### src/hw/rtl/pulse_speed_odometer_unit_defines.svh
`ifndef PULSE_SPEED_ODOMETER_UNIT_DEFINES_SVH
`define PULSE_SPEED_ODOMETER_UNIT_DEFINES_SVH

// same-cycle implication, off during reset
`define PSO_ASSERT_IMPL(label, ante, cons, msg) \
    label: assert property (@(posedge clk) disable iff (!rst_n) (ante) |-> (cons)) \
        else $error(msg);

// next-cycle implication, off during reset
`define PSO_ASSERT_NEXT(label, ante, cons, msg) \
    label: assert property (@(posedge clk) disable iff (!rst_n) (ante) |=> (cons)) \
        else $error(msg);

`endif

### src/hw/rtl/pso_pkg.sv
package pso_pkg;

    localparam logic [1:0] REQ_SAMPLE     = 2'd0;
    localparam logic [1:0] REQ_PERIOD     = 2'd1;
    localparam logic [1:0] REQ_TRIP_RESET = 2'd2;
    localparam logic [1:0] REQ_TRIP_SET   = 2'd3;

    localparam logic [1:0] CFG_MM_PER_PULSE = 2'd0;
    localparam logic [1:0] CFG_ALPHA        = 2'd1;
    localparam logic [1:0] CFG_ODO_BASE     = 2'd2;

    localparam logic [15:0] MPP_RESET   = 16'd100;
    localparam logic [16:0] ALPHA_RESET = 17'd6554;
    localparam logic [16:0] ONE_Q16     = 17'd65536;

    localparam logic [31:0] MM_PER_KM     = 32'd1000000;
    localparam logic [31:0] TRIP_WRAP_MM  = 32'd1000000000;
    localparam logic [31:0] MM_PER_100M   = 32'd100000;
    localparam logic [16:0] TRIP_DIVISOR  = 17'd100000;
    localparam logic [16:0] SPEED_DIVISOR = 17'd10000;
    localparam logic [24:0] SPEED_SAT_Q   = 25'd18204445;
    localparam logic [13:0] TRIP_MAX      = 14'd9999;
    localparam logic [15:0] SPEED_MAX     = 16'hFFFF;

    localparam int unsigned DIV_REM_W = 17;
    localparam int unsigned DIV_DVD_W = 25;
    localparam int unsigned DIV_CNT_W = 5;

    typedef struct packed {
        logic                 start;
        logic [DIV_REM_W-1:0] rem_init;
        logic [DIV_DVD_W-1:0] dividend;
        logic [DIV_CNT_W-1:0] nbits;
        logic [DIV_REM_W-1:0] divisor;
    } div_req_t;

    typedef struct packed {
        logic                 busy;
        logic [DIV_DVD_W-1:0] quotient;
    } div_rsp_t;

endpackage

### src/hw/rtl/pso_serial_div.sv
module pso_serial_div
(
    input  logic              clk,
    input  logic              rst_n,
    input  pso_pkg::div_req_t req,
    output pso_pkg::div_rsp_t rsp
);
    import pso_pkg::*;

    logic                 busy_reg, busy_next;
    logic [DIV_CNT_W-1:0] cnt_reg, cnt_next;
    logic [DIV_REM_W-1:0] rem_reg, rem_next;
    logic [DIV_REM_W-1:0] divisor_reg, divisor_next;
    logic [DIV_DVD_W-1:0] dvd_reg, dvd_next;
    logic [DIV_DVD_W-1:0] quo_reg, quo_next;
    logic [DIV_REM_W:0]   trial;
    logic                 fits;

    assign trial = {rem_reg, dvd_reg[DIV_DVD_W-1]};
    assign fits  = trial >= {1'b0, divisor_reg};

    always_comb
    begin
        busy_next    = busy_reg;
        cnt_next     = cnt_reg;
        rem_next     = rem_reg;
        divisor_next = divisor_reg;
        dvd_next     = dvd_reg;
        quo_next     = quo_reg;
        if (req.start)
        begin
            busy_next    = 1'b1;
            cnt_next     = req.nbits;
            rem_next     = req.rem_init;
            divisor_next = req.divisor;
            dvd_next     = req.dividend;
            quo_next     = '0;
        end
        else if (busy_reg)
        begin
            // one quotient bit per cycle, restoring
            if (fits)
            begin
                rem_next = DIV_REM_W'(trial - {1'b0, divisor_reg});
            end
            else
            begin
                rem_next = trial[DIV_REM_W-1:0];
            end
            quo_next = {quo_reg[DIV_DVD_W-2:0], fits};
            dvd_next = {dvd_reg[DIV_DVD_W-2:0], 1'b0};
            cnt_next = cnt_reg - DIV_CNT_W'(1);
            if (cnt_reg == DIV_CNT_W'(1))
            begin
                busy_next = 1'b0;
            end
        end
    end

    always_ff @(posedge clk or negedge rst_n)
    begin
        if (!rst_n)
        begin
            busy_reg <= 1'b0;
            cnt_reg  <= '0;
        end
        else
        begin
            busy_reg <= busy_next;
            cnt_reg  <= cnt_next;
        end
    end

    always_ff @(posedge clk)
    begin
        rem_reg     <= rem_next;
        divisor_reg <= divisor_next;
        dvd_reg     <= dvd_next;
        quo_reg     <= quo_next;
    end

    assign rsp.busy     = busy_reg;
    assign rsp.quotient = quo_reg;

endmodule

### src/hw/rtl/pulse_speed_odometer_unit.sv
// channel   dir   handshake                  payload
// s_*       in    s_tvalid / s_tready        s_tuser req_type, s_tdata sample fields
// m_*       out   m_tvalid / m_tready        m_tdata speed, trip, odometer, step
// cfg_*     in    cfg_valid / cfg_ready      cfg_index, cfg_data
//
// sample, trip reset and trip set beats: go from accept straight to the done state, then to the result register
// period beat: bit-serial multiplies (17 and 16 steps), then, if elapsed is nonzero and
// unsaturated, the one-bit-per-cycle divider (25 steps for rate, 16 for km/h)
// the trip divide (16 steps) runs beside the rate divide on a second divider
// reset is asynchronous and immediate, no clearing pass; a new beat is taken while
// the previous result waits in the output register, a stalled result holds it there
module pulse_speed_odometer_unit
(
    input  logic        clk,
    input  logic        rst_n,
    input  logic        s_tvalid,
    output logic        s_tready,
    input  logic [31:0] s_tdata,    // pin_level, elapsed_ms[15:0], trip_value[13:0], pad
    input  logic [1:0]  s_tuser,    // req_type
    output logic        m_tvalid,
    input  logic        m_tready,
    output logic [55:0] m_tdata,    // speed_kmh, trip_100m, odometer_km, odometer_step, pad
    input  logic        cfg_valid,
    output logic        cfg_ready,
    input  logic [1:0]  cfg_index,
    input  logic [23:0] cfg_data
);
    import pso_pkg::*;

`include "pulse_speed_odometer_unit_defines.svh"

    localparam logic [3:0] ST_IDLE  = 4'd0;
    localparam logic [3:0] ST_EMA   = 4'd1;
    localparam logic [3:0] ST_DIST  = 4'd2;
    localparam logic [3:0] ST_ACC   = 4'd3;
    localparam logic [3:0] ST_DIV1  = 4'd4;
    localparam logic [3:0] ST_DIV2  = 4'd5;
    localparam logic [3:0] ST_TRIPW = 4'd6;
    localparam logic [3:0] ST_DONE  = 4'd7;

    localparam logic [4:0] EMA_LAST    = 5'd16;
    localparam logic [4:0] DIST_LAST   = 5'd15;
    localparam logic [4:0] NBITS_RATE  = 5'd25;
    localparam logic [4:0] NBITS_SCALE = 5'd16;
    localparam logic [4:0] NBITS_TRIP  = 5'd16;

    logic [1:0]  s_req;
    logic        s_level;
    logic [15:0] s_elapsed;
    logic [13:0] s_trip_value;
    logic        in_beat;
    logic        cfg_beat;
    logic        out_load;

    logic [3:0]  state_reg, state_next;
    logic [4:0]  cnt_reg, cnt_next;

    logic [15:0] mpp_reg;
    logic [16:0] alpha_reg;
    logic [23:0] base_reg;

    logic        primed_reg, primed_next;
    logic        last_level_reg, last_level_next;
    logic [15:0] edge_count_reg, edge_count_next;
    logic [31:0] smoothed_reg, smoothed_next;
    logic [31:0] km_accum_reg, km_accum_next;
    logic [31:0] trip_mm_reg, trip_mm_next;
    logic [23:0] km_counted_reg, km_counted_next;
    logic [15:0] speed_reg, speed_next;
    logic [13:0] trip_q_reg, trip_q_next;
    logic        step_reg, step_next;

    logic [15:0]        el_reg, el_next;
    logic signed [34:0] acc_reg, acc_next;
    logic signed [32:0] mcand_reg, mcand_next;
    logic [16:0]        mplier_reg, mplier_next;

    logic               m_tvalid_reg, m_tvalid_next;
    logic [55:0]        m_tdata_reg;

    logic signed [32:0] ema_diff;
    logic [16:0]        alpha_sat;
    logic signed [34:0] mcand_ext;
    logic signed [34:0] mul_sum;
    logic signed [34:0] mul_shift;
    logic [31:0]        new_sc;

    logic [31:0] dist_mm;
    logic [31:0] km_sum;
    logic        km_wrap;
    logic [31:0] trip_sum;
    logic [31:0] trip_new;
    logic [41:0] prod_n;
    logic        n_sat;
    logic [24:0] q_rate;
    logic        q_sat;
    logic [29:0] scaled;
    logic [24:0] tq;
    logic [13:0] tq_sat;
    logic [23:0] odo_sum;

    div_req_t spd_req, trip_req;
    div_rsp_t spd_rsp, trip_rsp;

    assign s_req        = s_tuser;
    assign s_level      = s_tdata[0];
    assign s_elapsed    = s_tdata[16:1];
    assign s_trip_value = s_tdata[30:17];

    assign s_tready  = (state_reg == ST_IDLE);
    assign in_beat   = s_tvalid && s_tready;
    assign cfg_ready = 1'b1;
    assign cfg_beat  = cfg_valid && cfg_ready;
    assign out_load  = (state_reg == ST_DONE) && (!m_tvalid_reg || m_tready);

    // ema and distance multiply, lsb first, low product bits shift out
    assign ema_diff  = $signed({1'b0, edge_count_reg, 16'h0000}) - $signed({1'b0, smoothed_reg});
    assign alpha_sat = (alpha_reg > ONE_Q16) ? ONE_Q16 : alpha_reg;
    assign mcand_ext = {{2{mcand_reg[32]}}, mcand_reg};
    assign mul_sum   = acc_reg + (mplier_reg[0] ? mcand_ext : 35'sd0);
    assign mul_shift = mul_sum >>> 1;
    assign new_sc    = smoothed_reg + mul_sum[31:0];

    assign dist_mm  = acc_reg[31:0];
    assign km_sum   = km_accum_reg + dist_mm;
    assign km_wrap  = km_sum >= MM_PER_KM;
    assign trip_sum = trip_mm_reg + dist_mm;
    assign trip_new = (trip_sum >= TRIP_WRAP_MM) ? (trip_sum - TRIP_WRAP_MM) : trip_sum;
    // dist_mm * 1000 as shifts
    assign prod_n   = {dist_mm, 10'b0} - {6'b0, dist_mm, 4'b0} - {7'b0, dist_mm, 3'b0};
    assign n_sat    = prod_n[41:25] >= {1'b0, el_reg};

    assign q_rate = spd_rsp.quotient;
    assign q_sat  = q_rate >= SPEED_SAT_Q;
    assign scaled = {q_rate, 5'b0} + {3'b0, q_rate, 2'b0};

    assign tq      = trip_rsp.quotient;
    assign tq_sat  = (tq > {11'b0, TRIP_MAX}) ? TRIP_MAX : tq[13:0];
    assign odo_sum = base_reg + km_counted_reg;

    pso_serial_div u_spd_div
    (
        .clk   (clk),
        .rst_n (rst_n),
        .req   (spd_req),
        .rsp   (spd_rsp)
    );

    pso_serial_div u_trip_div
    (
        .clk   (clk),
        .rst_n (rst_n),
        .req   (trip_req),
        .rsp   (trip_rsp)
    );

    always_comb
    begin
        state_next      = state_reg;
        cnt_next        = cnt_reg;
        primed_next     = primed_reg;
        last_level_next = last_level_reg;
        edge_count_next = edge_count_reg;
        smoothed_next   = smoothed_reg;
        km_accum_next   = km_accum_reg;
        trip_mm_next    = trip_mm_reg;
        km_counted_next = km_counted_reg;
        speed_next      = speed_reg;
        trip_q_next     = trip_q_reg;
        step_next       = step_reg;
        el_next         = el_reg;
        acc_next        = acc_reg;
        mcand_next      = mcand_reg;
        mplier_next     = mplier_reg;
        spd_req         = '0;
        trip_req        = '0;

        unique case (state_reg)
            ST_IDLE:
            begin
                if (in_beat)
                begin
                    step_next  = 1'b0;
                    el_next    = s_elapsed;
                    state_next = ST_DONE;
                    unique case (s_req)
                        REQ_SAMPLE:
                        begin
                            if (!primed_reg)
                            begin
                                primed_next     = 1'b1;
                                last_level_next = s_level;
                            end
                            else if (s_level != last_level_reg)
                            begin
                                if (edge_count_reg != 16'hFFFF)
                                begin
                                    edge_count_next = edge_count_reg + 16'd1;
                                end
                                last_level_next = s_level;
                            end
                        end
                        REQ_PERIOD:
                        begin
                            acc_next    = '0;
                            mcand_next  = ema_diff;
                            mplier_next = alpha_sat;
                            cnt_next    = '0;
                            state_next  = ST_EMA;
                        end
                        REQ_TRIP_RESET:
                        begin
                            trip_mm_next = '0;
                            trip_q_next  = '0;
                        end
                        REQ_TRIP_SET:
                        begin
                            trip_mm_next = 32'(s_trip_value) * MM_PER_100M;
                            trip_q_next  = (s_trip_value > TRIP_MAX) ? TRIP_MAX : s_trip_value;
                        end
                    endcase
                end
            end
            ST_EMA:
            begin
                mplier_next = {1'b0, mplier_reg[16:1]};
                cnt_next    = cnt_reg + 5'd1;
                if (cnt_reg == EMA_LAST)
                begin
                    // top alpha bit has weight one, no shift
                    smoothed_next   = new_sc;
                    edge_count_next = '0;
                    acc_next        = '0;
                    mcand_next      = {1'b0, new_sc};
                    mplier_next     = {1'b0, mpp_reg};
                    cnt_next        = '0;
                    state_next      = ST_DIST;
                end
                else
                begin
                    acc_next = mul_shift;
                end
            end
            ST_DIST:
            begin
                acc_next    = mul_shift;
                mplier_next = {1'b0, mplier_reg[16:1]};
                cnt_next    = cnt_reg + 5'd1;
                if (cnt_reg == DIST_LAST)
                begin
                    state_next = ST_ACC;
                end
            end
            ST_ACC:
            begin
                if (km_wrap)
                begin
                    km_accum_next   = km_sum - MM_PER_KM;
                    km_counted_next = km_counted_reg + 24'd1;
                    step_next       = 1'b1;
                end
                else
                begin
                    km_accum_next = km_sum;
                end
                trip_mm_next      = trip_new;
                trip_req.start    = 1'b1;
                trip_req.rem_init = {1'b0, trip_new[31:16]};
                trip_req.dividend = {trip_new[15:0], 9'b0};
                trip_req.nbits    = NBITS_TRIP;
                trip_req.divisor  = TRIP_DIVISOR;
                priority if (el_reg == 16'd0)
                begin
                    speed_next = '0;
                    state_next = ST_TRIPW;
                end
                else if (n_sat)
                begin
                    speed_next = SPEED_MAX;
                    state_next = ST_TRIPW;
                end
                else
                begin
                    spd_req.start    = 1'b1;
                    spd_req.rem_init = prod_n[41:25];
                    spd_req.dividend = prod_n[24:0];
                    spd_req.nbits    = NBITS_RATE;
                    spd_req.divisor  = {1'b0, el_reg};
                    state_next       = ST_DIV1;
                end
            end
            ST_DIV1:
            begin
                if (!spd_rsp.busy)
                begin
                    if (q_sat)
                    begin
                        speed_next = SPEED_MAX;
                        state_next = ST_TRIPW;
                    end
                    else
                    begin
                        spd_req.start    = 1'b1;
                        spd_req.rem_init = {3'b0, scaled[29:16]};
                        spd_req.dividend = {scaled[15:0], 9'b0};
                        spd_req.nbits    = NBITS_SCALE;
                        spd_req.divisor  = SPEED_DIVISOR;
                        state_next       = ST_DIV2;
                    end
                end
            end
            ST_DIV2:
            begin
                if (!spd_rsp.busy)
                begin
                    speed_next = q_rate[15:0];
                    state_next = ST_TRIPW;
                end
            end
            ST_TRIPW:
            begin
                if (!trip_rsp.busy)
                begin
                    trip_q_next = tq_sat;
                    state_next  = ST_DONE;
                end
            end
            ST_DONE:
            begin
                if (out_load)
                begin
                    state_next = ST_IDLE;
                end
            end
            default:
            begin
                state_next = ST_IDLE;
            end
        endcase
    end

    always_comb
    begin
        m_tvalid_next = m_tvalid_reg;
        if (out_load)
        begin
            m_tvalid_next = 1'b1;
        end
        else if (m_tready)
        begin
            m_tvalid_next = 1'b0;
        end
    end

    always_ff @(posedge clk or negedge rst_n)
    begin
        if (!rst_n)
        begin
            state_reg      <= ST_IDLE;
            cnt_reg        <= '0;
            mpp_reg        <= MPP_RESET;
            alpha_reg      <= ALPHA_RESET;
            base_reg       <= '0;
            primed_reg     <= 1'b0;
            last_level_reg <= 1'b0;
            edge_count_reg <= '0;
            smoothed_reg   <= '0;
            km_accum_reg   <= '0;
            trip_mm_reg    <= '0;
            km_counted_reg <= '0;
            speed_reg      <= '0;
            trip_q_reg     <= '0;
            step_reg       <= 1'b0;
            m_tvalid_reg   <= 1'b0;
        end
        else
        begin
            state_reg      <= state_next;
            cnt_reg        <= cnt_next;
            primed_reg     <= primed_next;
            last_level_reg <= last_level_next;
            edge_count_reg <= edge_count_next;
            smoothed_reg   <= smoothed_next;
            km_accum_reg   <= km_accum_next;
            trip_mm_reg    <= trip_mm_next;
            km_counted_reg <= km_counted_next;
            speed_reg      <= speed_next;
            trip_q_reg     <= trip_q_next;
            step_reg       <= step_next;
            m_tvalid_reg   <= m_tvalid_next;
            if (cfg_beat)
            begin
                unique case (cfg_index)
                    CFG_MM_PER_PULSE: mpp_reg   <= cfg_data[15:0];
                    CFG_ALPHA:        alpha_reg <= cfg_data[16:0];
                    CFG_ODO_BASE:     base_reg  <= cfg_data;
                    default:          ;
                endcase
            end
        end
    end

    always_ff @(posedge clk)
    begin
        el_reg     <= el_next;
        acc_reg    <= acc_next;
        mcand_reg  <= mcand_next;
        mplier_reg <= mplier_next;
        if (out_load)
        begin
            m_tdata_reg <= {1'b0, step_reg, odo_sum, trip_q_reg, speed_reg};
        end
    end

    assign m_tvalid = m_tvalid_reg;
    assign m_tdata  = m_tdata_reg;

    `PSO_ASSERT_NEXT(a_ema_to_dist, state_reg == ST_EMA && cnt_reg == EMA_LAST,
        state_reg == ST_DIST, "ema multiply did not hand over to distance multiply")
    `PSO_ASSERT_NEXT(a_trip_div_start, state_reg == ST_ACC, trip_rsp.busy,
        "trip divider not started on accumulate")
    `PSO_ASSERT_IMPL(a_tripw_spd_idle, state_reg == ST_TRIPW, !spd_rsp.busy,
        "speed divider still busy in trip wait")
    `PSO_ASSERT_NEXT(a_done_presents, out_load, m_tvalid_reg && state_reg == ST_IDLE,
        "result beat not presented after done")

endmodule
### config.mk
export PLATFORM = sky130hd
export DESIGN_NAME = pulse_speed_odometer_unit
export DESIGN_NICKNAME = d
export VERILOG_FILES = /design/src/hw/rtl/pso_pkg.sv /design/src/hw/rtl/pso_serial_div.sv /design/src/hw/rtl/pulse_speed_odometer_unit.sv
export VERILOG_INCLUDE_DIRS = /design/src /design/src/hw/rtl
export SDC_FILE = /design/constraint.sdc
export NUM_CORES = 2
export LEC_CHECK = 0
export ABC_AREA = 1
export BUFFER_PORTS_ARGS = -buffer_cell sky130_fd_sc_hd__clkbuf_2
export CAP_MARGIN = 20
export CORE_MARGIN = 1.5
export CORE_UTILIZATION = 45
export CTS_BUF_LIST = sky130_fd_sc_hd__clkbuf_2 sky130_fd_sc_hd__clkbuf_4 sky130_fd_sc_hd__clkbuf_8
export DETAILED_ROUTE_END_ITERATION = 8
export PLACE_DENSITY = 0.63
export SLEW_MARGIN = 20
export SYNTH_ARGS = -nofsm -noshare
export SYNTH_HDL_FRONTEND = slang
export SYNTH_SLANG_ARGS = --single-unit
### constraint.sdc
create_clock -name clk -period 15.3 [get_ports clk]
set_input_delay 0.765 -clock clk [delete_from_list [all_inputs] [get_ports clk]]
set_output_delay 0.765 -clock clk [all_outputs]
set_load 0.02 [all_outputs]
---- Word level (Yosys, flattened, before mapping) ----
Cells that the tools add are included.
word-level totals
  output and inout bits ................... 59
  register bits ........................... 572
cells by class
  $mul .................................... 1
  $add $sub $neg .......................... 18
  order comparisons ....................... 9
  reduce and logical (&&, ||, !) cells .... 32
  eq/ne operators ......................... 35
  multiplexer cells ....................... 87
operators with widths
  kind                                                                     number
  65-bit two-way mux                                                       5
  16-bit two-way mux                                                       12
  17-bit two-way mux                                                       9
  35-bit two-way mux                                                       4
  65-bit case mux with 2 select lines                                      1
  32-bit case mux with 2 select lines                                      2
  35-bit case mux with 3 select lines                                      1
  25-bit two-way mux                                                       4
  33-bit two-way mux                                                       3
  32-bit adder                                                             3
  32-bit two-way mux                                                       3
  33-bit case mux with 2 select lines                                      1
  14-bit two-way mux                                                       4
  14-bit case mux with 2 select lines                                      2
  17-bit case mux with 3 select lines                                      1
  16-bit case mux with 3 select lines                                      1
  42-bit by 35-bit subtractor with 42-bit output                           1
  42-bit by 36-bit subtractor with 42-bit output                           1
  18-bit by 17-bit >= comparator with 1-bit output                         2
  35-bit adder                                                             1
  5-bit two-way mux                                                        7
  17-bit subtractor                                                        2
  32-bit by 32-bit subtractor with 33-bit output                           1
  32-bit by 20-bit >= comparator with 1-bit output, second input constant  1
  other kinds (50)                                                         110

---- Depth between registers and ports, before layout ----
  depth in word-level cells ............... 7
  gate-level depth with buffers ........... 32
  gate-level depth less buffers ........... 30

---- By module ----
From an unflattened synthesis, not the netlist that was laid out.
unflattened totals
  cells, all modules ...................... 6403
  area total of the unflattened synthesis .. 46728.6 µm²
by module, submodules not included
  module                     cells each  area an instance (µm²)  times used
  pulse_speed_odometer_unit  5197        36831.6                 1
  pso_serial_div             603         4948.5                  2

---- Worst setup path before layout ----
OpenSTA, ideal clock, no wires.
  path kind ............................... in2reg
  start point ............................. input s_tuser[1]
  end point ............................... register mcand_reg[0], enable pin
  stages on the path ...................... 7
  arrival time ............................ 5.150 ns
  setup slack ............................. 9.727 ns
  required time ........................... 14.877 ns
  path through ............................ inv_1 -> a21oi_1 -> inv_1 -> o21ai_0 -> nor2_1 -> inv_1 -> nor2_1
between the ends
  cells in the longest elaborated chain, start to end .. 3
RTL lines
  item                                                        line                              text
  start: declaration                                          pulse_speed_odometer_unit.sv:19   input logic [1:0] s_tuser,
  2-bit by 1-bit equality test with 1-bit output              pulse_speed_odometer_unit.sv:186  unique case (s_req)
  2-bit by 1-bit inequality test with 1-bit output (no line)  -
  4-bit AND reduction (no line)                               -
  end signal: assignment                                      pulse_speed_odometer_unit.sv:407  mcand_reg <= mcand_next;
  end: declaration                                            pulse_speed_odometer_unit.sv:75   logic signed [32:0] mcand_reg, mcand_next;
Every way passes these cells.
A chain may end at the register's enable or synchronous reset.

---- Worst setup path after layout ----
  start point ............................. register acc_reg[16]
  end point ............................... register u_spd_div.dvd_reg[17], data pin
between the ends
  cells in the longest elaborated chain, start to end .. 7
RTL lines
  item                                                line                              text
  start: declaration                                  pulse_speed_odometer_unit.sv:74   logic signed [34:0] acc_reg, acc_next;
  start signal: assignment                            pulse_speed_odometer_unit.sv:406  acc_reg <= acc_next;
  42-bit by 36-bit subtractor with 42-bit output      pulse_speed_odometer_unit.sv:130  assign prod_n = {dist_mm, 10'b0} - {6'b0, dist_mm, 4'b0} - {7'b0, dist_mm, 3'b0};
  42-bit by 35-bit subtractor with 42-bit output *    pulse_speed_odometer_unit.sv:130
  17-bit by 16-bit >= comparator with 1-bit output *  pulse_speed_odometer_unit.sv:131  assign n_sat = prod_n[41:25] >= {1'b0, el_reg};
  65-bit two-way mux *                                pulse_speed_odometer_unit.sv:277  else if (n_sat)
  65-bit two-way mux *                                pulse_speed_odometer_unit.sv:272  priority if (el_reg == 16'd0)
  65-bit case mux with 2 select lines *               pulse_speed_odometer_unit.sv:178  unique case (state_reg)
  25-bit two-way mux *                                pso_serial_div.sv:30              if (req.start)
  net u_spd_div.dvd_next[17]                          pso_serial_div.sv:14              logic [DIV_DVD_W-1:0] dvd_reg, dvd_next;
  end signal: assignment                              pso_serial_div.sv:78              dvd_reg <= dvd_next;
  end: declaration                                    pso_serial_div.sv:14
Mark *: on every way through the listed nets, which the timed path passes. The rest lies on a longest branch.

==> metrics list <==
- Top sig layer: met5
- At the end of the flow, the number of nets in the layout was 6421.
- Antenna violations before repair: 4
- For this run, the total global-route usage over all layers was measured as ~25%.
* Insertion delay to the later sink of the worst-skew pair: 0.78 ns
- The most used flip-flop cell after synthesis is sky130_fd_sc_hd__edfxtp_1.
- Slew of the pin with the lowest slew margin: 1.02 ns
- The clock tree synthesis step divided the H-tree into 3 levels.
- Number of primary I/O pins: 124
- The detailed router put a total of 58.1 mm of wire on met1.
- For this block, the routed nets add up to 124 mm of wire.
- Fraction of the yosys area taken by sequential cells: 33.9%
- The first global-routing pass estimated 197 mm of wire.
* Mean area per synthesized cell: between 7 and 8 um2
* Critical path's slowest cell: sky130_fd_sc_hd__edfxtp_1
- Across all layers, the routed design uses 38488 vias.
- Kind of start point of the critical path: flip-flop
* Std cell rows: 113
- Status: finished, final reports clean
* Antenna Violating Nets Remaining: 0
- CTS sink count: 541
* Overflow left after global routing: 0
- For this run, design rule violations remaining after detail routing come to 0.
- The number of different library cells used by synthesis comes to 67.
- The largest single stage delay on the critical path is 0.73 ns.
- Across the run, the number of max-cap violations was 0.
- Flip-flop count of the largest register after layout: 55
- Before antenna repair, the detailed router went through 6 iterations.
- Iter 0 DRT Violations: 2630
- Clock tree root buffer cell: sky130_fd_sc_hd__clkbuf_8
- Layout cell share with drive strength beyond 1: 7.35%
* Most frequent standard cell in the layout excluding fill and tap cells: sky130_fd_sc_hd__nand2_1
- STA puts the critical path data required time at 15.77 ns.
- Drt via density: 5.30
- The count of pins over their slew limit was 0.
- The library cells used most frequently in the layout, excluding fill and tap cells, are sky130_fd_sc_hd__nand2_1 (1426), sky130_fd_sc_hd__inv_1 (839), sky130_fd_sc_hd__nor2_1 (479).
- Crit path arrival time: just over 7 ns
- Buffers added to address setup during post-CTS repair amount to 0.
* Top achievable clock speed: 147 MHz
- The mapped netlist covers 42900 um2.
- Clock-pin slew was measured on the worst setup and hold paths at around 0.06 ns.
- Die outline area: 97100 um2
- Slack of the worst reg-to-reg path: 8.51 ns
* Met2 wire length: 56.7 mm
* Routed length on met3: 6.18 mm
- Die extent in y: a little over 300 um
* Layout area overhead: 10.2%
* Filler Cell Count: ~9500
- In the final routed layout, each cell accounts on average for 17.0 um.
- In this run the worst hold path is classified as in2reg.
- Fraction of the cycle the final worst path needs: 44.4%
- Post-synthesis instance total: around 5800
* Pin count of the biggest net entering global routing: 71
- Counting every net in the synthesized netlist gives 6272.
* Core area: 94700 um2
* Count of final setup violators: 0
- Final-layout setup total negative slack: 0 ns
- Of all flip-flops after synthesis, the portion carrying an async set or reset was 45.7%.
- Vias in the first global route: 36644
- TritonCTS clock tree: built
- The worst setup path is captured at a flip-flop.
- Bufs on Longest Clock Path: 3
* Count of flip-flops with a built-in enable after synthesis: ~240
- Counting I/O delays and the setup requirement, the final critical path takes about 6.8 ns.
* Worst slew margin relative to its limit: 32.1%
- Effective utilization at floorplan: 45.3%
- Clock skew on the completed layout was measured at 0.0662 ns.
- Synthesis inferred about 540 register bits.
* Warnings, synthesis: 0
- By instance count, the cell type seen most on the critical path is sky130_fd_sc_hd__nand2_1.
* Inserted Clock Buffers: 100
* RSZ-0062 raised after global routing: no
* Last weighted congestion value of the routability-driven placer: 0.960
* Die extent in x: 312 um
- In this run the tool buffered the top-level ports with 120 buffer cells.
* DPL Wire Length: 95.0 mm
- In this run the worst path has a maximum fanout of 47.
- Count of endpoints failing hold in the final timing report: 0
- The setup path with the least slack is of type reg2reg.
## Yosys cell counts, types with 42 or more instances
master | number | area, um2
sky130_fd_sc_hd__a21oi_1 | 425 | 2130
sky130_fd_sc_hd__a22oi_1 | 42 | 315
sky130_fd_sc_hd__clkbuf_1 | 87 | 327
sky130_fd_sc_hd__dfrtp_1 | 237 | 5930
sky130_fd_sc_hd__dfxtp_1 | 50 | 1000
sky130_fd_sc_hd__edfxtp_1 | 244 | 7330
sky130_fd_sc_hd__fa_1 | 68 | 1360
sky130_fd_sc_hd__ha_1 | 386 | 4830
sky130_fd_sc_hd__inv_1 | 841 | 3160
sky130_fd_sc_hd__nand2_1 | 1426 | 5350
sky130_fd_sc_hd__nand3_1 | 329 | 1650
sky130_fd_sc_hd__nand4_1 | 85 | 532
sky130_fd_sc_hd__nor2_1 | 484 | 1820
sky130_fd_sc_hd__nor3_1 | 65 | 325
sky130_fd_sc_hd__o21ai_0 | 396 | 1980
sky130_fd_sc_hd__xnor2_1 | 66 | 578
sky130_fd_sc_hd__xor2_1 | 143 | 1250
## critical path, delay by kind of cell, from the launching register on
family                   cells  cell delay, ns
adder cells (fa/ha/maj)      3            1.22
flip-flops                   1            0.73
XOR/XNOR                     1            0.31
AND/OR/NAND/NOR             15            1.52
buffers and inverters        6            1.86
AO/OA/AOI/OAI                5            0.84
## repair_timing
action                                  CTS  global route
endpoints found under the hold margin    61             0
resized for setup                         0             0
hold buffers                              1             0
endpoints found under the setup margin    0             0
## routing by layer
layer	vias up	global-route usage, %
met4	2	6.56
met3	181	3.30
met5	-	0
li1	19444	-
met2	868	41.0
met1	17993	35.3
## worst paths after layout
check | end | from | cells past startpoint
max reg2reg | u_spd_div.dvd_reg[17]$_DFFE_PP_ | acc_reg[16]$_SDFFCE_PP0P_ | 30
min | el_reg[5]$_DFFE_PP_ | s_tdata[6] | 1
max in group asynchronous | trip_mm_reg[16]$_DFFE_PN0P_ | rst_n | 4
min in group asynchronous | mpp_reg[11]$_DFFE_PN0P_ | rst_n | 2
max | u_spd_div.dvd_reg[17]$_DFFE_PP_ | acc_reg[16]$_SDFFCE_PP0P_ | 30
min reg2reg | m_tdata[10]$_DFFE_PP_ | speed_reg[10]$_DFFE_PN0P_ | 0
## per-stage QoR
| step | util [%] | worst slack [ns] | area (um2) | hold slack (ns) | std cells |
|---|---|---|---|---|---|
| 4_1_cts | 49.9 | 8.53 | 47200 | 0.0889 | 7254 |
| 3_3_place_gp | 47.4 | 8.61 | 44900 | 0.428 | 7064 |
| 6_report | 49.9 | 8.51 | 47300 | 0.167 | 7258 |
| 3_5_place_dp | 47.4 | 8.52 | 44900 | 0.430 | 7064 |
| 2_1_floorplan | - | 9.73 | 42900 | 0.420 | 5753 |
| 5_1_grt | 49.9 | 8.03 | 47300 | 0.109 | 7258 |
## final cells by class
cell class / count / area (um2) / area share [%]
multi-input cells: 4253 / 24700 / 52.3
clock inverters: 51 / 646 / 1.37
diodes: 4 / 10.0 / 0.0212
well taps: 1265 / 1580 / 3.35
inverters: 847 / 3180 / 6.73
clock buffers: 138 / 1710 / 3.61
flip-flops and latches: 541 / 14500 / 30.7
repair buffers: 159 / 906 / 1.92
## kinds of logic (layout without fill, tap and decap cells)
group	after synthesis	in the layout	synth area share, %
AO/OA/AOI/OAI	1080	1080	14.1
other	2	6	0.0175
buffers and inverters	959	1195	8.61
adder cells (fa/ha/maj)	454	454	14.4
flip-flops	541	541	33.9
AND/OR/NAND/NOR	2496	2496	24.3
XOR/XNOR	214	214	4.48
multiplexers	7	7	0.184
Power is not shown: default switching activity piles up to over one toggle a cycle in this logic, so the estimate is an artifact.
